--- config.mk ---
export PLATFORM = sky130hd
export DESIGN_NAME = collision_pair_filter_unit
export DESIGN_NICKNAME = d
export VERILOG_FILES = /design/src/design/cpf_pkg.sv /design/src/design/collision_pair_filter_unit.sv
export SDC_FILE = /design/constraint.sdc
export NUM_CORES = 2
export LEC_CHECK = 0
export ABC_AREA = 1
export BUFFER_PORTS_ARGS = -buffer_cell sky130_fd_sc_hd__buf_2
export CAP_MARGIN = 25
export CORE_MARGIN = 2
export CORE_UTILIZATION = 36
export CTS_CLUSTER_SIZE = 25
export DETAILED_ROUTE_END_ITERATION = 10
export GPL_TIMING_DRIVEN = 1
export RECOVER_POWER = 50
export SKIP_LAST_GASP = 1
export SYNTH_ARGS = -nofsm -noshare
export SYNTH_HDL_FRONTEND = slang
export SYNTH_SLANG_ARGS = --single-unit
export TNS_END_PERCENT = 1
--- constraint.sdc ---
create_clock -name clk -period 7.4 [get_ports clk]
set_input_delay 0 -clock clk [delete_from_list [all_inputs] [get_ports clk]]
set_output_delay 0 -clock clk [all_outputs]
set_load 0.005 [all_outputs]
--- src/design/cpf_pkg.sv ---
// Shared constants, codes and the mask combine function of the collision pair filter.
package cpf_pkg;

    // Collision group table geometry (group fields are 5 bits wide)
    localparam int GROUP_W     = 5;
    localparam int GROUP_COUNT = 1 << GROUP_W;
    localparam int MASK_W      = 64;
    localparam int HALF_W      = MASK_W / 2;

    // Stream word widths
    localparam int IN_FIELDS_W = 2 + 2 * GROUP_W + 2 * MASK_W + 1;
    localparam int IN_DATA_W   = ((IN_FIELDS_W + 7) / 8) * 8;
    localparam int VERDICT_W   = 3;
    localparam int OUT_DATA_W  = 8;

    // Configuration port
    localparam int CFG_INDEX_W = 3;
    localparam int CFG_DATA_W  = 64;

    localparam logic [CFG_INDEX_W-1:0] CFG_OP_FIRST        = 3'd0;
    localparam logic [CFG_INDEX_W-1:0] CFG_OP_SECOND       = 3'd1;
    localparam logic [CFG_INDEX_W-1:0] CFG_OP_FINAL        = 3'd2;
    localparam logic [CFG_INDEX_W-1:0] CFG_PASS_VALUE      = 3'd3;
    localparam logic [CFG_INDEX_W-1:0] CFG_CONSTANT_FIRST  = 3'd4;
    localparam logic [CFG_INDEX_W-1:0] CFG_CONSTANT_SECOND = 3'd5;

    // Mask operation codes
    localparam int OP_W = 3;
    localparam logic [OP_W-1:0] OP_AND      = 3'd0;
    localparam logic [OP_W-1:0] OP_OR       = 3'd1;
    localparam logic [OP_W-1:0] OP_XOR      = 3'd2;
    localparam logic [OP_W-1:0] OP_NAND     = 3'd3;
    localparam logic [OP_W-1:0] OP_NOR      = 3'd4;
    localparam logic [OP_W-1:0] OP_XNOR     = 3'd5;
    localparam logic [OP_W-1:0] OP_SWAP_AND = 3'd6;

    // Verdict codes
    localparam logic [VERDICT_W-1:0] VERDICT_WRITE   = 3'd0;
    localparam logic [VERDICT_W-1:0] VERDICT_TRIGGER = 3'd1;
    localparam logic [VERDICT_W-1:0] VERDICT_CONTACT = 3'd2;
    localparam logic [VERDICT_W-1:0] VERDICT_GROUP   = 3'd3;
    localparam logic [VERDICT_W-1:0] VERDICT_MASK    = 3'd4;

    typedef logic [MASK_W-1:0] mask_t;
    typedef logic [GROUP_COUNT-1:0] table_row_t;

    // Combine two masks; the unused code acts as and
    function automatic mask_t combine(input mask_t x, input mask_t y, input logic [OP_W-1:0] sel);
        mask_t r;
        unique case (sel)
            OP_OR:       r = x | y;
            OP_XOR:      r = x ^ y;
            OP_NAND:     r = ~(x & y);
            OP_NOR:      r = ~(x | y);
            OP_XNOR:     r = ~(x ^ y);
            OP_SWAP_AND: r = x & {y[HALF_W-1:0], y[MASK_W-1:HALF_W]};
            default:     r = x & y;
        endcase
        return r;
    endfunction

endpackage

--- src/design/collision_pair_filter_unit.sv ---
// Collision pair filter: group table lookup, mask logic and table writes.
// One pair or table write is accepted every clock cycle unless the result
// stream stalls. Its result word passes the input register, then the result
// register; the group table read, the three 64-bit mask operations and the
// OR reduction sit between them. A table write updates the entry and its mirror
// at the same edge, so an item right behind it already sees the new value.
// The 32x32 group table comes out of reset with every entry enabled, and
// configuration registers reset to zero; write them only while idle.
module collision_pair_filter_unit (
    input  logic                               clk,
    input  logic                               rst_n,
    // Input stream
    input  logic                               s_tvalid,
    output logic                               s_tready,
    // trigger_a[0], trigger_b[1], group_a[6:2], group_b[11:7], mask_a[75:12],
    // mask_b[139:76], enable_flag[140], zero fill[143:141]
    input  logic [cpf_pkg::IN_DATA_W-1:0]      s_tdata,
    // mode[0]
    input  logic                               s_tuser,
    // Result stream
    output logic                               m_tvalid,
    input  logic                               m_tready,
    // verdict[2:0], table_flag[3], zero fill[7:4]
    output logic [cpf_pkg::OUT_DATA_W-1:0]     m_tdata,
    // Configuration write channel
    input  logic                               cfg_valid,
    output logic                               cfg_ready,
    input  logic [cpf_pkg::CFG_INDEX_W-1:0]    cfg_index,
    input  logic [cpf_pkg::CFG_DATA_W-1:0]     cfg_data
);
    import cpf_pkg::*;

    // Configuration registers
    logic [OP_W-1:0] op_first_reg;
    logic [OP_W-1:0] op_second_reg;
    logic [OP_W-1:0] op_final_reg;
    logic            pass_value_reg;
    mask_t           constant_first_reg;
    mask_t           constant_second_reg;

    // Input register
    logic               in_valid_reg;
    logic               in_mode_reg;
    logic               in_trigger_a_reg;
    logic               in_trigger_b_reg;
    logic [GROUP_W-1:0] in_group_a_reg;
    logic [GROUP_W-1:0] in_group_b_reg;
    mask_t              in_mask_a_reg;
    mask_t              in_mask_b_reg;
    logic               in_enable_reg;

    // Result register
    logic                 out_valid_reg;
    logic [VERDICT_W-1:0] out_verdict_reg;
    logic                 out_flag_reg;
    logic [VERDICT_W-1:0] verdict_next;

    // Group table
    table_row_t table_reg  [GROUP_COUNT];
    table_row_t table_next [GROUP_COUNT];

    logic  advance;
    logic  table_write;
    logic  flag;
    mask_t res_a;
    mask_t res_b;
    mask_t res_final;
    logic  any_bit;

    // Handshake: a word moves on when the result register is free or draining
    assign advance   = !out_valid_reg || m_tready;
    assign s_tready  = !in_valid_reg || advance;
    assign cfg_ready = 1'b1;

    assign m_tvalid = out_valid_reg;
    assign m_tdata  = {{(OUT_DATA_W - VERDICT_W - 1){1'b0}}, out_flag_reg, out_verdict_reg};

    // Configuration writes
    always_ff @(posedge clk or negedge rst_n)
    begin
        if (!rst_n)
        begin
            op_first_reg        <= OP_AND;
            op_second_reg       <= OP_AND;
            op_final_reg        <= OP_AND;
            pass_value_reg      <= 1'b0;
            constant_first_reg  <= '0;
            constant_second_reg <= '0;
        end
        else if (cfg_valid && cfg_ready)
        begin
            unique case (cfg_index)
                CFG_OP_FIRST:        op_first_reg        <= cfg_data[OP_W-1:0];
                CFG_OP_SECOND:       op_second_reg       <= cfg_data[OP_W-1:0];
                CFG_OP_FINAL:        op_final_reg        <= cfg_data[OP_W-1:0];
                CFG_PASS_VALUE:      pass_value_reg      <= cfg_data[0];
                CFG_CONSTANT_FIRST:  constant_first_reg  <= cfg_data[MASK_W-1:0];
                CFG_CONSTANT_SECOND: constant_second_reg <= cfg_data[MASK_W-1:0];
                default:             ;
            endcase
        end
    end

    // Capture the input word
    always_ff @(posedge clk or negedge rst_n)
    begin
        if (!rst_n)
        begin
            in_valid_reg <= 1'b0;
        end
        else if (s_tready)
        begin
            in_valid_reg <= s_tvalid;
        end
    end

    always_ff @(posedge clk)
    begin
        if (s_tvalid && s_tready)
        begin
            in_mode_reg      <= s_tuser;
            in_trigger_a_reg <= s_tdata[0];
            in_trigger_b_reg <= s_tdata[1];
            in_group_a_reg   <= s_tdata[2 +: GROUP_W];
            in_group_b_reg   <= s_tdata[2 + GROUP_W +: GROUP_W];
            in_mask_a_reg    <= s_tdata[2 + 2 * GROUP_W +: MASK_W];
            in_mask_b_reg    <= s_tdata[2 + 2 * GROUP_W + MASK_W +: MASK_W];
            in_enable_reg    <= s_tdata[2 + 2 * GROUP_W + 2 * MASK_W];
        end
    end

    // Look up the table entry; 5-bit groups always fall inside the table
    assign flag = table_reg[in_group_a_reg][in_group_b_reg];

    // Mask logic
    assign res_a     = combine(in_mask_a_reg, constant_first_reg, op_first_reg);
    assign res_b     = combine(in_mask_b_reg, constant_second_reg, op_second_reg);
    assign res_final = combine(res_a, res_b, op_final_reg);
    assign any_bit   = |res_final;

    // Pick the verdict
    always_comb
    begin
        if (in_mode_reg)
            verdict_next = VERDICT_WRITE;
        else if (in_trigger_a_reg || in_trigger_b_reg)
            verdict_next = VERDICT_TRIGGER;
        else if (!flag)
            verdict_next = VERDICT_GROUP;
        else if (any_bit == pass_value_reg)
            verdict_next = VERDICT_CONTACT;
        else
            verdict_next = VERDICT_MASK;
    end

    // Write the entry and its mirror
    assign table_write = advance && in_valid_reg && in_mode_reg;

    always_comb
    begin
        for (int r = 0; r < GROUP_COUNT; r++)
        begin
            table_next[r] = table_reg[r];
        end
        if (table_write)
        begin
            table_next[in_group_a_reg][in_group_b_reg] = in_enable_reg;
            table_next[in_group_b_reg][in_group_a_reg] = in_enable_reg;
        end
    end

    always_ff @(posedge clk or negedge rst_n)
    begin
        if (!rst_n)
        begin
            for (int r = 0; r < GROUP_COUNT; r++)
            begin
                table_reg[r] <= '1;
            end
        end
        else
        begin
            for (int r = 0; r < GROUP_COUNT; r++)
            begin
                table_reg[r] <= table_next[r];
            end
        end
    end

    // Load the result register
    always_ff @(posedge clk or negedge rst_n)
    begin
        if (!rst_n)
        begin
            out_valid_reg <= 1'b0;
        end
        else if (advance)
        begin
            out_valid_reg <= in_valid_reg;
        end
    end

    always_ff @(posedge clk)
    begin
        if (advance && in_valid_reg)
        begin
            out_verdict_reg <= verdict_next;
            out_flag_reg    <= flag;
        end
    end

`ifndef ASSERT_OFF
    // Table stays symmetric at the looked-up pair
    assert property (@(posedge clk) disable iff (!rst_n)
        in_valid_reg |->
        table_reg[in_group_a_reg][in_group_b_reg] == table_reg[in_group_b_reg][in_group_a_reg])
    else $error("group table lost symmetry");

    // A table write lands the enable value
    assert property (@(posedge clk) disable iff (!rst_n)
        table_write |=> table_reg[$past(in_group_a_reg)][$past(in_group_b_reg)] == $past(in_enable_reg))
    else $error("table write did not take effect");

    // Write items answer with the write verdict
    assert property (@(posedge clk) disable iff (!rst_n)
        table_write |=> out_valid_reg && out_verdict_reg == VERDICT_WRITE)
    else $error("write item gave wrong verdict");

    // Trigger pairs pass as trigger pairs
    assert property (@(posedge clk) disable iff (!rst_n)
        (advance && in_valid_reg && !in_mode_reg && (in_trigger_a_reg || in_trigger_b_reg))
        |=> out_verdict_reg == VERDICT_TRIGGER)
    else $error("trigger pair gave wrong verdict");

    // Verdict codes stay in range
    assert property (@(posedge clk) disable iff (!rst_n)
        out_valid_reg |-> out_verdict_reg <= VERDICT_MASK)
    else $error("verdict out of range");
`endif

endmodule

# After elaboration in Yosys (flattened, before gate mapping)
# Index checks and enable logic that the tools add are counted.
# classes
n_mux	21
n_eq_ne	24
shifts	0
n_div	0
addsub	0
order_cmp	8
multipliers	0
bitwise_logic	24
reduce_logical	22
# ops
operator	count
1024-bit bitwise mux	2
64-bit case mux with 6 select lines	3
64-bit inverter	9
64-bit AND	6
32-bit demux with 5-bit select	2
64-bit bitwise OR	3
64-bit XOR	3
32-bit binary-select mux with 5-bit select	1
32-bit two-way mux	4
64-bit OR reduction	1
3-bit equality test (second input constant)	11
3-bit by 2-bit equality test with 1-bit output (second input constant)	8
3-bit by 1-bit equality test with 1-bit output (second input constant)	4
6-bit greater-or-equal comparator (second input constant)	2
5-bit by 6-bit less-than comparator with 1-bit output (second input constant)	2
6-bit by 1-bit less-than comparator with 1-bit output (second input constant)	2
5-bit inverter with 6-bit output	2
2-bit AND reduction	6
1-bit demux with 5-bit select	2
5-bit by 1-bit greater-or-equal comparator with 1-bit output (second input constant)	2
1-bit logical AND	7
1-bit binary-select mux with 5-bit select	1
1-bit two-way mux	4
3-bit logical NOT	1
8 further kinds	11
# totals
rom_bits	0
register_bits	1310
latch_bits	0
mem_count	0
word_cells	151
out_inout_bits	11
ramBits	0
input_bits	217

# Logic depth before layout (Yosys ltp)
# logic_depth
word_depth	11
depth_mapped	27
mapped_depth_nobuf	24

# Worst setup path before layout
# Ideal clock, no wire load.
# synth_timing
path_kind	register to register
start	reg out_valid_reg, in the netlist m_tvalid
end	reg in_enable_reg (enable)
period_less_slack_ps	3855
arrival_ps	3360
path_slack_ps	3545
stages_incl_launch_ff	4
t_required_ps	6905
cell_sequence	dfrtp_1 -> nand3_1 -> nand2_1 -> inv_1
# synth_between
elab_chain_cells	4
# synth_rtl
element	line_no	text
start: declaration	collision_pair_filter_unit.sv:53	logic out_valid_reg;
start signal: assignment	collision_pair_filter_unit.sv:199	out_valid_reg <= in_valid_reg;
1-bit logical NOT	collision_pair_filter_unit.sv:71	assign advance = !out_valid_reg || m_tready;
1-bit logical OR	collision_pair_filter_unit.sv:71	
1-bit logical OR	collision_pair_filter_unit.sv:72	assign s_tready = !in_valid_reg || advance;
net s_tready	collision_pair_filter_unit.sv:14	output logic s_tready,
1-bit logical AND	collision_pair_filter_unit.sv:119	if (s_tvalid && s_tready)
end signal: assignment	collision_pair_filter_unit.sv:128	in_enable_reg <= s_tdata[2 + 2 * GROUP_W + 2 * MASK_W];
end: declaration	collision_pair_filter_unit.sv:50	logic in_enable_reg;
# The timed path passes the listed nets, and every way through them passes these cells.
# A chain may end at the register's enable or synchronous reset.

# Final worst setup path
# layout_timing
start	reg in_group_a_reg[1]
end	reg out_verdict_reg[2] (data pin)
# layout_between
elab_chain_cells	8
# layout_rtl
element	line_no	text
start: declaration	collision_pair_filter_unit.sv:46	logic [GROUP_W-1:0] in_group_a_reg;
start signal: assignment	collision_pair_filter_unit.sv:124	in_group_a_reg <= s_tdata[2 +: GROUP_W];
5-bit inverter with 6-bit output (not written as such)	collision_pair_filter_unit.sv:133	assign flag = table_reg[in_group_a_reg][in_group_b_reg];
32-bit binary-select mux with 5-bit select	collision_pair_filter_unit.sv:133	
32-bit two-way mux (not written as such) (2 in series)	collision_pair_filter_unit.sv:133	
1-bit binary-select mux with 5-bit select	collision_pair_filter_unit.sv:133	
1-bit two-way mux (not written as such)	collision_pair_filter_unit.sv:133	
net flag	collision_pair_filter_unit.sv:64	logic flag;
1-bit inverter (no line)	--	
3-bit OR reduction (no line)	--	
end signal: assignment	collision_pair_filter_unit.sv:207	out_verdict_reg <= verdict_next;
end: declaration	collision_pair_filter_unit.sv:54	logic [VERDICT_W-1:0] out_verdict_reg;
# The timed path passes the listed nets, and every way through them passes these cells. The select of a mux whose other input is x is not followed.

==> run summary <==
Worst Path Required - 7950 ps
Mapped Area - 79400 um2
Worst Setup Path Type - flop to flop
Peak supply drop - 0.217 mV
Root Driver - clkbuf_16
Reg-to-Reg End - out_verdict_reg[2]
Setup violators final - 0
Post-route setup TNS - 0 ps
Gr usage total - 0.294
CTS Sinks - 1310
Unrepaired setup endpoints after global routing - no
FF-to-FF path depth - 17
DPL Wire Length - 226000 um
Final Hold Viols - 0
Final Skew - 70.0 ps
Clk slew on worst S/H paths - 60 ps
CORE AREA - 220000 um2
Status - finished, violations left
Max Root-Sink Buffers - 3
Syn-to-layout area delta - 15.9%
Tmin final - 5700 ps
Initial core utilization - 0.362
Worst hold start - s_tvalid
Seq/Total Area, Yosys - 0.438
Fmax - 175 MHz
Routed Antenna Nets - 0
Slew Limit Fails - 1197
Initial antenna violation count - 10
Type of the most critical hold path - primary input to flop
Ys async rst share - 0.889
Remaining Overflow, GRT - 0
Die width - 474 um
Layout cells sized above 1 - 0.156
Worst Max-Slew Pin Slew - 3990 ps
1st-iter DRT viols - 9020
Top Ports - 228
Synth Warn # - 0
Vias - 77300
Total setup buffers inserted after CTS - 0
Worst path slowest cell - nand2_2
Leakage - 43.2 nW
Crit-path cells - nand2_2 -> inv_8 -> buf_12 -> a22oi_1 -> nand2_1 -> nand2_1 -> nand2_1 -> nor3_1 -> nand2_1 -> nand2_1 -> nand2_1 -> o21ai_0 -> nor2_1 -> nor2_1 -> nand2_1 -> nand3_1 -> nor2_1
CTS buffer count - 155
Crit path capture type - flop
Row cnt - 172
Worst Hold Path Cells - 4
DRC - 0
Post-Synthesis Cells - 10700
# H-tree levels - 4
Die Footprint - 224000 um2
Vias per cell - 5.50
GPL Wtd Cong - 0.960
Vias in the first global route - 74000
Max reg flops - 1024
Startpoint Class - flop
FF-to-FF Start - in_group_a_reg[1]
Worst Hold Endpoint - in_valid_reg
CTS tree - yes
Slack of the worst reg-to-reg path - 1700 ps
Hold WS - 31.2 ps
I/O Buffers - 219
Max transition margin - -1.66
Initial DRT Pass Iterations - 8
Pin count of the biggest net entering global routing - 176
Mapped Avg Cell Area - 7.39 um2
First-pass GRT wire length - 492000 um
MaxCap Viol Count - 13
Crit-path max cell delay - 810 ps
Period utilisation layout - 0.771
Drt wl/cell - 24.0 um
Chip height - 474 um
Top FF cell, synth - dfstp_2
Crit path max fanout - 100
Detailed-route wire length - 337000 um
#FFs+latches synth - 1310
Synth unique cells - 51
Final Net Count - 11700
CP arrival - 6250 ps
Worst skew pair latency - 860 ps
Violated checks - max-capacitance violations, max-slew violations
Worst path most repeated cell - nand2_1
EDFF count, synth - 146
PwrDens - 236 nW/um2
[synth_stat cells, types with 3 or more instances]
cell,number,area (um2)
clkbuf_1,329,1230
o32ai_1,56,490
or2_2,21,131
inv_1,1406,5280
nor3_4,6,97.6
buf_4,23,173
ha_1,384,4800
nand2_1,4151,15600
o31ai_1,5,37.5
nand3b_1,39,293
o41ai_1,3,26.3
mux2_2,4,45.0
nand2_2,8,50.1
o21ai_1,28,140
nand3_1,336,1680
buf_6,5,56.3
nor4_1,36,225
a32o_1,17,170
edfxtp_1,146,4380
buf_2,162,811
nor3_1,16,80.1
inv_2,37,139
nor2_4,5,56.3
dfrtp_1,140,3500
nor2_2,15,93.8
o21a_1,16,120
a21oi_1,62,310
clkinv_1,11,41.3
nand3_2,3,30.0
o22ai_1,501,3130
nor2_1,609,2290
nand4_1,70,438
o21ai_0,494,2470
dfstp_2,1024,26900
a22oi_1,486,3650
buf_1,70,263
[worst max-delay path by stage]
stage                            from                 end  slack [ps]  cells past startpoint
finish              in_group_a_reg[1]  out_verdict_reg[2]        1700                     17
global route          op_first_reg[1]  out_verdict_reg[1]        1560                     22
CTS                  op_second_reg[1]  out_verdict_reg[1]        2050                     19
detailed placement  in_group_a_reg[1]  out_verdict_reg[2]        2120                     15
global placement     op_second_reg[1]  out_verdict_reg[1]        2080                     19
floorplan                    m_tvalid       in_enable_reg        3550                      3
[logic make-up (layout without fill, tap and decap cells)]
group,Yosys count,count (layout),synth area share
buffers and inverters,2043,2474,0.101
AOI/OAI and AO/OA,1678,1678,0.134
DFF,1310,1310,0.438
and+or+nand+nor,5321,5321,0.266
muxes,5,5,0.000694
other,2,16,0.0000946
adders and majority gates,384,384,0.0605
[area by class of cell]
class / count / area (um2)
clock buffers: 224 / 4410
inverters: 1454 / 5470
flip-flops and latches: 1310 / 34800
diodes: 11 / 27.5
multi-input cells: 7393 / 36700
clock inverters: 51 / 785
repair buffers: 745 / 6240
well taps: 2871 / 3590
fillers: 21800 / 128000
[power breakdown]
group          leakage [nW]  internal (W)  total, W  switching, W
sequential             13.8       0.00772   0.00810      0.000384
combinational          26.9       0.00160   0.00564       0.00404
clock                  2.52       0.00451   0.00793       0.00342
[layer usage]
metal | up-vias | wire (um) | global-route usage
met3 | 878 | 29800 | 0.0542
met5 | - | 34 | 0
met1 | 37300 | 133000 | 0.373
li1 | 35100 | - | -
met4 | 6 | 25300 | 0.194
met2 | 4071 | 149000 | 0.456
[layout by cell type (no fill, tap or decap), types with 27 or more instances in the layout]
cell type / count
inv_2: 44
nor4_1: 36
a21oi_1: 62
dfstp_2: 1024
nand3_1: 336
dlygate4sd3_1: 364
dfrtp_1: 139
nor2_1: 602
edfxtp_1: 146
o22ai_1: 501
o21ai_0: 494
nand4_1: 70
buf_4: 124
clkbuf_16: 155
a22oi_1: 486
clkbuf_1: 59
ha_1: 384
clkbuf_8: 27
o21ai_1: 28
nand3b_1: 39
inv_1: 1399
buf_2: 206
nand2_1: 4147
o32ai_1: 56
[metrics by stage]
step	power [W]	utilization	setup slack [ps]	std cells	area, um2
4_1_cts	0.0217	0.419	2050	14000	92000
3_3_place_gp	0.0135	0.378	2080	13400	83000
2_1_floorplan	0.0111	-	3550	10700	79400
5_1_grt	0.0225	0.419	1560	14000	92000
3_5_place_dp	0.0136	0.379	2120	13400	83200
6_report	0.0217	0.419	1700	14100	92000
[worst max-delay path: cells and delay by family, from the launching register on]
family                 cells  cell delay (ps)
buffers and inverters      2              910
AO/OA/AOI/OAI              2              420
flip-flops                 1              510
AND/OR/NAND/NOR           13             3260
[timing repair]
action                                 in CTS  in global routing
endpoints found under the hold margin     441                  0
hold buffers                              365                  0
resized for setup                           0                  0
Note: power is estimated with default switching activity, not from simulation.
